`config.mk`:
```
export PLATFORM = sky130hd
export DESIGN_NAME = retransmit_timer_table
export DESIGN_NICKNAME = d
export VERILOG_FILES = /design/src/rtt_pkg.sv /design/src/rtt_ctrl.sv /design/src/rtt_dp.sv /design/src/retransmit_timer_table.sv
export SDC_FILE = /design/constraint.sdc
export NUM_CORES = 2
export LEC_CHECK = 0
export BUFFER_PORTS_ARGS = -buffer_cell sky130_fd_sc_hd__buf_4
export CAP_MARGIN = 30
export CELL_PAD_IN_SITES_DETAIL_PLACEMENT = 0
export CELL_PAD_IN_SITES_GLOBAL_PLACEMENT = 1
export CORE_MARGIN = 2
export CORE_UTILIZATION = 45
export CTS_CLUSTER_DIAMETER = 50
export DETAILED_ROUTE_END_ITERATION = 16
export GPL_TIMING_DRIVEN = 0
export PLACE_DENSITY_LB_ADDON = 0.1
export SLEW_MARGIN = 15
export SYNTH_ARGS = -nofsm -noshare
export SYNTH_HDL_FRONTEND = slang
export SYNTH_HIERARCHICAL = 1
export SYNTH_SLANG_ARGS = --single-unit
```
`constraint.sdc`:
```
create_clock -name clk -period 12.77 [get_ports clk]
set_input_delay 2.554 -clock clk [delete_from_list [all_inputs] [get_ports clk]]
set_output_delay 2.554 -clock clk [all_outputs]
set_load 0.02 [all_outputs]
```
`src/rtt_pkg.sv`:
```
package rtt_pkg;

	localparam logic [2:0] ACT_ADD    = 3'd0;
	localparam logic [2:0] ACT_ACK    = 3'd1;
	localparam logic [2:0] ACT_PAUSE  = 3'd2;
	localparam logic [2:0] ACT_RESUME = 3'd3;
	localparam logic [2:0] ACT_FAIL   = 3'd4;
	localparam logic [2:0] ACT_CLEAR  = 3'd5;
	localparam logic [2:0] ACT_TICK   = 3'd6;

	localparam logic [2:0] K_ADDED  = 3'd0;
	localparam logic [2:0] K_FULL   = 3'd1;
	localparam logic [2:0] K_ACK    = 3'd2;
	localparam logic [2:0] K_NOACK  = 3'd3;
	localparam logic [2:0] K_RESEND = 3'd4;
	localparam logic [2:0] K_GIVEUP = 3'd5;
	localparam logic [2:0] K_DONE   = 3'd6;

	localparam logic [1:0] REG_TIMEOUT = 2'd0;
	localparam logic [1:0] REG_MAXRT   = 2'd1;
	localparam logic [1:0] REG_SHIFT   = 2'd2;

	// datapath commands from the controller
	typedef struct packed {
		logic load;     // capture the input beat, clear scan state
		logic step;     // process slot at scan index
		logic finish;   // evaluate single-result actions at end of scan
	} rtt_cmd_t;

	// datapath status to the controller
	typedef struct packed {
		logic scan_end;  // current index is the last slot
		logic hit;       // current slot yields a result
	} rtt_sts_t;

endpackage

```
`src/rtt_ctrl.sv`:
```
module rtt_ctrl (
	input  logic            clk,
	input  logic            arst_n,
	input  logic            in_valid,
	output logic            in_ready,
	input  rtt_pkg::rtt_sts_t sts,
	input  logic            out_busy,
	output logic            out_load,
	output logic            out_last,
	output rtt_pkg::rtt_cmd_t cmd
);
	import rtt_pkg::*;

	localparam logic [1:0] ST_IDLE = 2'd0;
	localparam logic [1:0] ST_SCAN = 2'd1;
	localparam logic [1:0] ST_FIN  = 2'd2;

	logic [1:0] state_q;

	// a scan step that makes a result waits for the output register
	always_comb begin
		cmd = '0;
		out_load = 1'b0;
		out_last = 1'b0;
		in_ready = (state_q == ST_IDLE);
		case (state_q)
			ST_IDLE: cmd.load = in_valid;
			ST_SCAN: begin
				if (!(sts.hit && out_busy)) begin
					cmd.step = 1'b1;
					out_load = sts.hit;
				end
			end
			ST_FIN: begin
				if (!out_busy) begin
					cmd.finish = 1'b1;
					out_load = 1'b1;
					out_last = 1'b1;
				end
			end
			default: ;
		endcase
	end

	always_ff @(posedge clk or negedge arst_n) begin
		if (!arst_n) begin
			state_q <= ST_IDLE;
		end else begin
			case (state_q)
				ST_IDLE: if (in_valid) state_q <= ST_SCAN;
				ST_SCAN: if (cmd.step && sts.scan_end) state_q <= ST_FIN;
				ST_FIN:  if (cmd.finish) state_q <= ST_IDLE;
				default: state_q <= ST_IDLE;
			endcase
		end
	end
endmodule

```
`src/rtt_dp.sv`:
```
module rtt_dp #(
	parameter int TABLE_SLOTS = 16,
	parameter int OWNER_COUNT = 16
) (
	input  logic              clk,
	input  logic              arst_n,
	input  rtt_pkg::rtt_cmd_t cmd,
	output rtt_pkg::rtt_sts_t sts,
	input  logic [2:0]        in_action,
	input  logic [3:0]        in_owner,
	input  logic [31:0]       in_msg,
	input  logic [31:0]       in_pause,
	input  logic [15:0]       in_elapsed,
	input  logic              cfg_we,
	input  logic [1:0]        cfg_idx,
	input  logic [15:0]       cfg_data,
	output logic [2:0]        r_kind,
	output logic [3:0]        r_slot,
	output logic [3:0]        r_owner,
	output logic [31:0]       r_msg,
	output logic [7:0]        r_sends,
	output logic [15:0]       r_wake,
	output logic              r_wake_valid
);
	import rtt_pkg::*;

	localparam int IW = (TABLE_SLOTS > 1) ? $clog2(TABLE_SLOTS) : 1;

	logic [15:0] timeout_q;
	logic [7:0]  maxrt_q;
	logic [3:0]  shift_q;

	logic [TABLE_SLOTS-1:0] used_q;
	logic [3:0]  owner_q [TABLE_SLOTS];
	logic [31:0] msg_q   [TABLE_SLOTS];
	logic [15:0] cd_q    [TABLE_SLOTS];
	logic [7:0]  sends_q [TABLE_SLOTS];

	logic [2:0]  act_q;
	logic [3:0]  own_q;
	logic [31:0] mid_q;
	logic [15:0] padd_q;
	logic [15:0] ela_q;
	logic [IW-1:0] idx_q;
	logic        found_q;
	logic [IW-1:0] fidx_q;
	logic        any_q;
	logic [15:0] best_q;

	logic        own_ok;
	logic        u;
	logic        omatch;
	logic [15:0] cd_dec;
	logic        expire;
	logic        giveup;
	logic [15:0] cd_new;
	logic        keep;
	logic        take;
	logic [15:0] fin_cd;

	assign own_ok = ({28'd0, own_q} < 32'(OWNER_COUNT));
	assign u      = used_q[idx_q];
	assign omatch = u && own_ok && (owner_q[idx_q] == own_q);
	assign cd_dec = (cd_q[idx_q] >= ela_q) ? cd_q[idx_q] - ela_q : 16'd0;
	assign expire = u && (act_q == ACT_TICK) && (cd_dec == 16'd0);
	assign giveup = sends_q[idx_q] == maxrt_q;
	assign fin_cd = cd_q[fidx_q] + padd_q;

	// first slot that a single-slot action acts on at finish
	always_comb begin
		take = 1'b0;
		if (!found_q) begin
			case (act_q)
				ACT_ADD:   take = !u && own_ok;
				ACT_ACK:   take = omatch && (msg_q[idx_q] == mid_q);
				ACT_PAUSE, ACT_RESUME: take = omatch;
				default:   take = 1'b0;
			endcase
		end
	end

	always_comb begin
		sts.scan_end = (32'(idx_q) == TABLE_SLOTS - 1);
		sts.hit = expire || (omatch && act_q == ACT_FAIL);
		r_kind = K_DONE; r_slot = '0; r_owner = '0; r_msg = '0; r_sends = '0;
		r_wake = '0; r_wake_valid = 1'b0;
		if (cmd.step) begin
			r_slot = 4'(idx_q);
			r_owner = owner_q[idx_q];
			r_msg = msg_q[idx_q];
			r_sends = sends_q[idx_q];
			if (act_q == ACT_TICK && !giveup) begin
				r_kind = K_RESEND;
				r_sends = sends_q[idx_q] + 8'd1;
			end else begin
				r_kind = K_GIVEUP;
			end
		end else if (cmd.finish) begin
			case (act_q)
				ACT_ADD: begin
					if (found_q) begin
						r_kind = K_ADDED; r_slot = 4'(fidx_q);
						r_owner = own_q; r_msg = mid_q;
					end else r_kind = K_FULL;
				end
				ACT_ACK: begin
					if (found_q) begin
						r_kind = K_ACK; r_slot = 4'(fidx_q);
						r_owner = owner_q[fidx_q]; r_msg = msg_q[fidx_q];
						r_sends = sends_q[fidx_q];
					end else r_kind = K_NOACK;
				end
				default: r_kind = K_DONE;
			endcase
			r_wake = any_q ? best_q : 16'd0;
			r_wake_valid = any_q;
			// the finish slot was left out of the scan minimum, fold in its new value
			if (found_q) begin
				case (act_q)
					ACT_ADD: begin
						if (!any_q || timeout_q < best_q) r_wake = timeout_q;
						r_wake_valid = 1'b1;
					end
					ACT_PAUSE: begin
						if (!any_q || fin_cd < best_q) r_wake = fin_cd;
						r_wake_valid = 1'b1;
					end
					ACT_RESUME: begin
						r_wake = 16'd0;
						r_wake_valid = 1'b1;
					end
					default: ;
				endcase
			end
		end
	end

	always_comb begin
		cd_new = cd_q[idx_q];
		keep = u;
		if (act_q == ACT_TICK && u) begin
			cd_new = cd_dec;
			if (expire) begin
				if (giveup) keep = 1'b0;
				else cd_new = timeout_q;
			end
		end else if ((act_q == ACT_FAIL || act_q == ACT_CLEAR) && omatch) begin
			keep = 1'b0;
		end
	end

	always_ff @(posedge clk or negedge arst_n) begin
		if (!arst_n) begin
			timeout_q <= 16'd4;
			maxrt_q <= 8'd4;
			shift_q <= 4'd6;
			used_q <= '0;
			idx_q <= '0;
			found_q <= 1'b0;
			any_q <= 1'b0;
		end else begin
			if (cfg_we) begin
				case (cfg_idx)
					REG_TIMEOUT: timeout_q <= cfg_data;
					REG_MAXRT:   maxrt_q <= cfg_data[7:0];
					REG_SHIFT:   shift_q <= cfg_data[3:0];
					default: ;
				endcase
			end
			if (cmd.load) begin
				idx_q <= '0;
				found_q <= 1'b0;
				any_q <= 1'b0;
			end
			if (cmd.step) begin
				if (!sts.scan_end) idx_q <= idx_q + IW'(1);
				used_q[idx_q] <= keep;
				if (act_q == ACT_TICK && u) begin
					cd_q[idx_q] <= cd_new;
					if (expire && !giveup) sends_q[idx_q] <= sends_q[idx_q] + 8'd1;
				end
				if (keep && !take && (!any_q || cd_new < best_q)) begin
					best_q <= cd_new;
					any_q <= 1'b1;
				end
				if (take) begin
					found_q <= 1'b1;
					fidx_q <= idx_q;
				end
			end
			if (cmd.finish && found_q) begin
				case (act_q)
					ACT_ADD: begin
						used_q[fidx_q] <= 1'b1;
						owner_q[fidx_q] <= own_q;
						msg_q[fidx_q] <= mid_q;
						sends_q[fidx_q] <= 8'd0;
						cd_q[fidx_q] <= timeout_q;
					end
					ACT_ACK: used_q[fidx_q] <= 1'b0;
					ACT_PAUSE: cd_q[fidx_q] <= fin_cd;
					ACT_RESUME: cd_q[fidx_q] <= 16'd0;
					default: ;
				endcase
			end
		end
	end

	always_ff @(posedge clk) begin
		if (cmd.load) begin
			act_q <= in_action;
			own_q <= in_owner;
			mid_q <= in_msg;
			padd_q <= 16'(in_pause >> shift_q);
			ela_q <= in_elapsed;
		end
	end
endmodule

```
`src/retransmit_timer_table.sv`:
```
// an item scans all TABLE_SLOTS slots, one per cycle unless a result waits for
// the output register, then gives its final result
// a new item is taken only after the slot-serial scan and final result of the last one
// results wait in one output register; a result stalls while it is full and not being drained
// reset: arst_n clears the table, the controller and the registers to 4, 4, 6
module retransmit_timer_table #(
	parameter int TABLE_SLOTS = 16,
	parameter int OWNER_COUNT = 16
) (
	input  logic        clk,
	input  logic        arst_n,
	input  logic        s_axis_tvalid,
	output logic        s_axis_tready,
	// action[2:0], owner_id[6:3], message_id[38:7], pause_ms[70:39], elapsed_ticks[86:71]
	input  logic [87:0] s_axis_tdata,
	output logic        m_axis_tvalid,
	input  logic        m_axis_tready,
	// kind[2:0], slot[6:3], owner_out[10:7], message_out[42:11], send_count[50:43],
	// next_wake[66:51], wake_valid[67]
	output logic [71:0] m_axis_tdata,
	output logic        m_axis_tlast,
	input  logic        cfg_valid,
	output logic        cfg_ready,
	input  logic [1:0]  cfg_index,
	input  logic [15:0] cfg_data
);
	import rtt_pkg::*;

	rtt_cmd_t cmd;
	rtt_sts_t sts;
	logic out_load, out_last;

	// result fields from the datapath
	logic [2:0]  r_kind;
	logic [3:0]  r_slot, r_owner;
	logic [31:0] r_msg;
	logic [7:0]  r_sends;
	logic [15:0] r_wake;
	logic        r_wake_valid;

	// output register
	logic        ovalid_q;
	logic [71:0] odata_q;
	logic        olast_q;
	logic        out_busy;

	assign cfg_ready = 1'b1;
	assign out_busy = ovalid_q && !m_axis_tready;

	rtt_ctrl u_ctrl (
		.clk(clk), .arst_n(arst_n),
		.in_valid(s_axis_tvalid), .in_ready(s_axis_tready),
		.sts(sts), .out_busy(out_busy),
		.out_load(out_load), .out_last(out_last), .cmd(cmd)
	);

	rtt_dp #(.TABLE_SLOTS(TABLE_SLOTS), .OWNER_COUNT(OWNER_COUNT)) u_dp (
		.clk(clk), .arst_n(arst_n), .cmd(cmd), .sts(sts),
		.in_action(s_axis_tdata[2:0]), .in_owner(s_axis_tdata[6:3]),
		.in_msg(s_axis_tdata[38:7]), .in_pause(s_axis_tdata[70:39]),
		.in_elapsed(s_axis_tdata[86:71]),
		.cfg_we(cfg_valid), .cfg_idx(cfg_index), .cfg_data(cfg_data),
		.r_kind(r_kind), .r_slot(r_slot), .r_owner(r_owner), .r_msg(r_msg),
		.r_sends(r_sends), .r_wake(r_wake), .r_wake_valid(r_wake_valid)
	);

	// output register: loads whenever it is empty or being drained
	always_ff @(posedge clk or negedge arst_n) begin
		if (!arst_n) begin
			ovalid_q <= 1'b0;
		end else if (out_load) begin
			ovalid_q <= 1'b1;
		end else if (m_axis_tready) begin
			ovalid_q <= 1'b0;
		end
	end

	always_ff @(posedge clk) begin
		if (out_load) begin
			odata_q <= {4'd0, r_wake_valid, r_wake, r_sends, r_msg, r_owner, r_slot, r_kind};
			olast_q <= out_last;
		end
	end

	assign m_axis_tvalid = ovalid_q;
	assign m_axis_tdata  = odata_q;
	assign m_axis_tlast  = olast_q;
endmodule

```
Word-level counts from Yosys, hierarchy flattened:

Memory sizes are Yosys's and may differ from the RTL's. A register that Yosys moved wholly into a read port is not among the register bits.
Cells that the tools add are included.

* register bits after elaboration: 213
* memories: 4
* output and inout port bits: 76
* bits in writable memories: 960
* word-level logic and storage cells: 209

* reductions and logical operators: 48
* add/subtract/negate cells: 4
* bitwise gates (word level): 6
* muxes and demuxes: 102
* eq/ne operators: 17
* order comparisons: 8
* shift operators: 1

Memory list
* u_dp.msg_q: words 16, width 32, read ports 2, clocked after Yosys merged registers in 1, wr ports 1, RTL line rtt_dp.sv:35 `logic [31:0] msg_q [TABLE_SLOTS];`
* u_dp.cd_q: words 16, width 16, read ports 2, clocked after Yosys merged registers in 1, wr ports 1, RTL line rtt_dp.sv:36 `logic [15:0] cd_q [TABLE_SLOTS];`
* u_dp.sends_q: words 16, width 8, read ports 2, clocked after Yosys merged registers in 1, wr ports 1, RTL line rtt_dp.sv:37 `logic [7:0] sends_q [TABLE_SLOTS];`
* u_dp.owner_q: words 16, width 4, read ports 2, clocked after Yosys merged registers in 1, wr ports 1, RTL line rtt_dp.sv:34 `logic [3:0] owner_q [TABLE_SLOTS];`

Operator list (number)
* $mux 16: 13
* $mux 32: 4
* $mux 4: 17
* $pmux 32 s2: 1
* $lt 16x16->1: 3
* $mux 8: 6
* $pmux 16 s3: 1
* $mux 1: 45
* $eq 32x32->1: 1
* $pmux 16 s2: 1
* $shr 32x4->16: 1
* $logic_and 1x1->1: 21
* $add 16x16->16: 1
* $and 16x16->16: 1
* $bwmux 16: 1
* $ge 16x16->1: 1
* $logic_not 16->1: 1
* $not 16->16: 1
* $or 16x16->16: 1
* $reduce_or 16->1: 1
* $sub 16x16->16: 1
* $lt 4x5->1 const B: 2
* $eq 3x3->1 const B: 3
* $reduce_and 3->1: 3
* 32 further kinds: 55

Logic depth before layout (Yosys ltp):

An unclocked memory read counts as a cell.

* depth after elaboration: 13
* mapped depth: 36

Cells and area by module:

The synthesis kept the hierarchy.

Modules (own cells, without submodules)
* rtt_dp: cells an instance 3415, instances 1, sequential area each 32896.6 µm², area each 56938.4 µm²
* retransmit_timer_table: cells an instance 79, instances 1, sequential area each 2097.0 µm², area each 2162.1 µm²
* rtt_ctrl: cells an instance 20, instances 1, sequential area each 50.0 µm², area each 209.0 µm²

Least setup slack after synthesis:

Ideal clock, no wire load.

* path kind: reg-to-reg
* start point: reg u_dp.idx_q[0]
* end point: reg odata_q[0], in the netlist m_axis_tdata[0], enable pin
* cell stages (with the launch flop): 23
* setup time: 0.596 ns
* arrival: 10.372 ns
* slack: 1.801 ns
* data required time: 12.174 ns
* path through: dfrtp_1 buf_4 buf_4 buf_4 buf_4 buf_4 buf_4 buf_4 buf_2 mux4_2 mux4_2 ha_1 clkbuf_1 o211ai_1 a21o_1 a211oi_1 a2111oi_0 a311oi_1 and2_1 a31oi_4 o21ai_0 a21oi_1 nor3b_1

RTL lines
* start: declaration: RTL line rtt_dp.sv:44 `logic [IW-1:0] idx_q;`
* start signal: assignment: RTL line rtt_dp.sv:176 `if (!sts.scan_end) idx_q <= idx_q + IW'(1);`
* end signal: assignment: RTL line retransmit_timer_table.sv:80 `odata_q <= {4'd0, r_wake_valid, r_wake, r_sends, r_msg, r_owner, r_slot, r_kind};`
* end: declaration: RTL line retransmit_timer_table.sv:43 `logic [71:0] odata_q;`

Final worst setup path:

* start point: reg u_dp.idx_q[1]
* end point: reg u_dp.best_q[7], enable pin

* cells in the longest elaborated chain, start to end: 11
* elaborated cells between the ends (all ways): 39
* those cells by class: 1 x add/sub; 2 x order compare; 3 x eq/ne; 14 x mux; 15 x reduce/logical; 4 x memory

RTL lines
* $mem_v2 16x16
* $sub 16x16->16 or $ge 16x16->1 (tied branches): RTL line rtt_dp.sv:64 `assign cd_dec = (cd_q[idx_q] >= ela_q) ? cd_q[idx_q] - ela_q : 16'd0;`
* $mux 16: RTL line rtt_dp.sv:64
* $logic_not 16->1: RTL line rtt_dp.sv:65 `assign expire = u && (act_q == ACT_TICK) && (cd_dec == 16'd0);`
* $logic_and 1x1->1: RTL line rtt_dp.sv:65
* $mux 16: RTL line rtt_dp.sv:143 `if (expire) begin`
* $mux 16 (*): RTL line rtt_dp.sv:141 `if (act_q == ACT_TICK && u) begin`
* named net u_dp.cd_new[10]: RTL line rtt_dp.sv:56 `logic [15:0] cd_new;`
* $lt 16x16->1 (*): RTL line rtt_dp.sv:182 `if (keep && !take && (!any_q || cd_new < best_q)) begin`
* $logic_or 1x1->1 (*): RTL line rtt_dp.sv:182
* $logic_and 1x1->1 (*): RTL line rtt_dp.sv:182
* $reduce_and 3->1 (no source line) (*)
* end signal: assignment: RTL line rtt_dp.sv:183 `best_q <= cd_new;`
* end: declaration: RTL line rtt_dp.sv:48 `logic [15:0] best_q;`

The timed path passes the listed nets; every way through them passes the cells marked *. The select of a mux whose other input is x is not followed.
A chain may end at the register's enable or synchronous reset.

==> run_summary.xml <==
<?xml version="1.0" encoding="UTF-8"?>
<metrics>
  <group name="routing">
    <metric name="routed_len_inst" unit="um">36.68</metric>
    <metric name="routed-via-count" unit="">38368</metric>
    <metric name="post_route_antenna_net_violation_count" unit="">0</metric>
    <metric name="routed_via_density" unit="">6.580</metric>
    <metric name="drt-initial-drc-count" unit="">4927</metric>
    <metric name="remaining_drc_errors" unit="">0</metric>
    <metric name="wl" unit="um">213900</metric>
    <metric name="drtPass1Iterations" unit="">8</metric>
  </group>
  <group name="yosys">
    <metric name="syn_area_per_cell" unit="um^2">16.88</metric>
    <metric name="yosys_register_bits" unit="">1177</metric>
    <metric name="synth_enable_flop_cells" unit="">1120</metric>
    <metric name="ys_types" unit="">94</metric>
    <metric name="synth-warning-count" unit="">6</metric>
    <metric name="netlist.top_cell.by_area" unit="">sky130_fd_sc_hd__edfxtp_1</metric>
    <metric name="synth_top_cells_by_count" unit="">sky130_fd_sc_hd__edfxtp_1 (1120), sky130_fd_sc_hd__mux4_2 (548), sky130_fd_sc_hd__nor2_1 (223)</metric>
    <metric name="yosys.cell_count.top_type" unit="">sky130_fd_sc_hd__edfxtp_1</metric>
    <metric name="async_flop_share" unit="%">4.503</metric>
    <metric name="synth.yosys.seq_area_share" unit="%">59.09</metric>
    <metric name="yosysTopAreaCellShare" unit="%">56.71</metric>
    <metric name="postSynth.topFlopCell" unit="">sky130_fd_sc_hd__edfxtp_1</metric>
    <metric name="syn-cell-area" unit="mm^2">0.05931</metric>
    <metric name="synthesized_instance_count" unit="">3514</metric>
    <metric name="post_synth_main_area_contributors" unit="">sky130_fd_sc_hd__edfxtp_1 (57%), sky130_fd_sc_hd__mux4_2 (21%), sky130_fd_sc_hd__dfrtp_1 (2.1%)</metric>
  </group>
  <group name="final_layout">
    <metric name="areaGrowthSynthToFinish" unit="%">17.66</metric>
    <metric name="antenna_cells_inserted" unit="">0</metric>
    <metric name="design.final.nets" unit="">4164</metric>
    <metric name="final.fill_count" unit="">10748</metric>
    <metric name="design_area" unit="mm^2">0.06978</metric>
    <metric name="multiInputGateArea" unit="mm^2">0.02317</metric>
    <metric name="layout.area.seq" unit="mm^2">0.03504</metric>
    <metric name="drive_gt1_share" unit="%">32.43</metric>
  </group>
  <group name="critical_path">
    <metric name="critPathMaxFanout" unit="">16</metric>
    <metric name="kind_of_end_point_of_the_critical_path" unit="">flop</metric>
    <metric name="cpPeakStageDelay" unit="ps">800</metric>
    <metric name="critPathArrivalTime" unit="ps">11570</metric>
    <metric name="crit_required" unit="ps">13160</metric>
    <metric name="crit_path_start_kind" unit="">flop</metric>
    <metric name="worst-setup-path-type" unit="">flop to flop</metric>
    <metric name="slowest_stage" unit="">sky130_fd_sc_hd__clkbuf_1</metric>
  </group>
  <group name="sta">
    <metric name="pin_slew_with_the_least_headroom_to_its_limit" unit="ps">1087</metric>
    <metric name="final_min_period_over_clock_period" unit="%">87.55</metric>
    <metric name="layout_min_cycle_time" unit="ps">11180</metric>
    <metric name="clock-skew-final" unit="ps">44.28</metric>
    <metric name="tns" unit="ps">0</metric>
    <metric name="timing_max_transition_violations_final" unit="">0</metric>
    <metric name="setup-violations-final" unit="">0</metric>
    <metric name="timing.max_slew.rel_slack" unit="%">27.54</metric>
    <metric name="fmax_achieved" unit="GHz">0.08944</metric>
    <metric name="rsz0062_at_grt" unit="">false</metric>
    <metric name="finalHoldViolations" unit="">0</metric>
  </group>
  <group name="clock_network">
    <metric name="cts.clk_slew.worst_paths" unit="ps">50</metric>
    <metric name="cts.sink_count" unit="">1177</metric>
    <metric name="cts_inserted_buffers" unit="">148</metric>
    <metric name="cts_tree" unit="">built</metric>
    <metric name="holdBufCountCts" unit="">0</metric>
    <metric name="cts_max_path_buffers" unit="">3</metric>
    <metric name="cts_resized" unit="">0</metric>
    <metric name="clock_tree.root_cell" unit="">sky130_fd_sc_hd__clkbuf_16</metric>
    <metric name="clk_latency" unit="ps">800</metric>
    <metric name="cts_htree_levels" unit="">4</metric>
    <metric name="postCtsSetupBuffers" unit="">0</metric>
  </group>
  <group name="floorplan">
    <metric name="die_area" unit="mm^2">0.1347</metric>
    <metric name="design.portCount" unit="">187</metric>
    <metric name="fp.coreArea" unit="mm^2">0.1311</metric>
    <metric name="chip_width" unit="um">367.0</metric>
    <metric name="die_y" unit="um">367.0</metric>
    <metric name="row_count" unit="">133</metric>
    <metric name="initial_utilization" unit="%">45.23</metric>
  </group>
  <group name="global_route">
    <metric name="grt_antenna_before_repair" unit="">4</metric>
    <metric name="number_of_global_route_vias_before_repair" unit="">38041</metric>
    <metric name="overflow" unit="">0</metric>
    <metric name="grt_first_pass_wirelength" unit="um">294700</metric>
    <metric name="maximum_number_of_pins_on_one_net_before_global_route_repair" unit="">60</metric>
    <metric name="globalRouteTotalUtil" unit="%">31.61</metric>
  </group>
  <group name="run">
    <metric name="maxCapViolCount" unit="">0</metric>
  </group>
  <group name="power">
    <metric name="p_leak" unit="nW">23.13</metric>
    <metric name="power_density_relative_to_cell_area" unit="mW/mm^2">202.5</metric>
    <metric name="ir_drop" unit="V">0.0001332</metric>
  </group>
  <group name="placement">
    <metric name="detailed_place_hpwl" unit="um">152500</metric>
    <metric name="place.gp.congestion" unit="">0.8962</metric>
    <metric name="dpl_cell_area" unit="mm^2">0.06495</metric>
    <metric name="port_buffers" unit="">179</metric>
  </group>
  <group name="worst_hold_path">
    <metric name="hold_path.class" unit="">flop to flop</metric>
  </group>
  <group name="outcome">
    <metric name="run_status" unit="">complete, no violations</metric>
  </group>
</metrics>
[power breakdown]
group          switching [mW]  internal [mW]  total (mW)
Combinational            3.13           1.85        4.98
Clock                    1.67           2.40        4.07
Sequential              0.221           4.86        5.08
Total                    5.02           9.11        14.1
[layout make-up]
cell class | instances | share of cell area, %
Sequential cell | 1177 | 50.22
Multi-Input combinational cell | 2028 | 33.21
Clock buffer | 178 | 5.652
Timing Repair Buffer | 297 | 4.470
Tap cell | 1755 | 3.147
Buffer | 243 | 1.779
Clock inverter | 84 | 1.146
Inverter | 69 | 0.3783
[worst paths after layout]
| path | startpoint | end | slack, ps | cells after the start |
|---|---|---|---|---|
| max | u_dp/idx_q[1] | u_dp/best_q[7] | 1590 | 33 |
| min | u_dp/idx_q[2] | u_dp/fidx_q[2] | 480 | 0 |
| max reg2reg | u_dp/idx_q[1] | u_dp/best_q[7] | 1590 | 33 |
| min reg2reg | u_dp/idx_q[2] | u_dp/fidx_q[2] | 480 | 0 |
| max in group asynchronous | arst_n | m_axis_tvalid | 10260 | 1 |
| min in group asynchronous | arst_n | u_dp/timeout_q[13] | 1860 | 1 |
[placed cells by master (no fill, tap or decap), drive strengths merged, types with 9 or more instances in the layout]
cell type  instances
a21o              22
a21oi            131
dfrtp             49
nand4             15
nand3             46
nand2            169
o22ai             64
and2              14
xnor2             48
a22oi             54
clkinv            50
mux4             575
nor3b             15
a211oi            20
mux2i            119
mux2              58
inv               85
bufinv             9
and3              13
edfxtp          1120
buf              414
o21ai             93
a31oi             19
nand2b            13
nor3              39
o2bb2ai           20
ha                87
nor2b             19
clkbuf           304
nor2             223
clkinvlp           9
xor2              39
[worst max-delay path: cells and delay by family, from the launching register on]
| family | cells | cell delay (ps) |
|---|---|---|
| buffers and inverters | 9 | 3380 |
| flip-flops | 1 | 410 |
| adder cells (fa/ha/maj) | 2 | 840 |
| AND/OR/NAND/NOR | 8 | 2040 |
| AO/OA/AOI/OAI | 12 | 3070 |
| multiplexers | 2 | 980 |
[kinds of logic (layout without fill, tap and decap cells)]
kind of cell / Yosys count / after routing / synth area share, %
simple gates: 595 / 595 / 4.561
flops: 1177 / 1177 / 59.09
xor+xnor: 87 / 87 / 1.285
compound gates: 500 / 500 / 5.536
other cells: 2 / 5 / 0.01266
mux: 752 / 752 / 25.14
fa+ha+maj: 89 / 89 / 1.903
buf+inv: 312 / 871 / 2.481
[stage by stage]
| step | instances | power, mW | utilization, % | hold WS [ps] | worst slack (ps) |
|---|---|---|---|---|---|
| 3_3_place_gp | 5451 | 9.946 | 47.94 | 468.5 | -6456 |
| 2_1_floorplan | 3517 | 8.102 | - | 432.7 | 1801 |
| 3_5_place_dp | 5558 | 10.05 | 49.53 | 466.1 | 1804 |
| 4_1_cts | 5820 | 14.13 | 53.15 | 488.1 | 1746 |
| 6_report | 5831 | 14.13 | 53.21 | 483.2 | 1589 |
| 5_1_grt | 5831 | 14.64 | 53.21 | 501.4 | 1059 |
[per-layer routing]
| metal | up-vias | share of wire [%] | GRT usage (%) |
|---|---|---|---|
| li1 | 15471 | - | - |
| met1 | 20197 | 37 | 40.26 |
| met3 | 497 | 8.7 | 6.211 |
| met5 | - | 0.0042 | 0 |
| met2 | 2201 | 48 | 51.26 |
| met4 | 2 | 6.2 | 17.09 |
[flip-flops by register name (all words and copies together) (netlist names), 2 cells and up, named ones only]
signal          cells
u_ctrl/state_q      2
u_dp/best_q        16
u_dp/msg_q        512
u_dp/owner_q       64
u_dp/own_q          4
u_dp/sends_q      128
m_axis_tdata       68
u_dp/act_q          3
u_dp/fidx_q         4
u_dp/used_q        16
u_dp/idx_q          4
u_dp/mid_q         32
u_dp/timeout_q     16
u_dp/maxrt_q        8
u_dp/padd_q        16
u_dp/cd_q         256
u_dp/shift_q        4
u_dp/ela_q         16
Note: power is estimated with default switching activity, not from simulation.
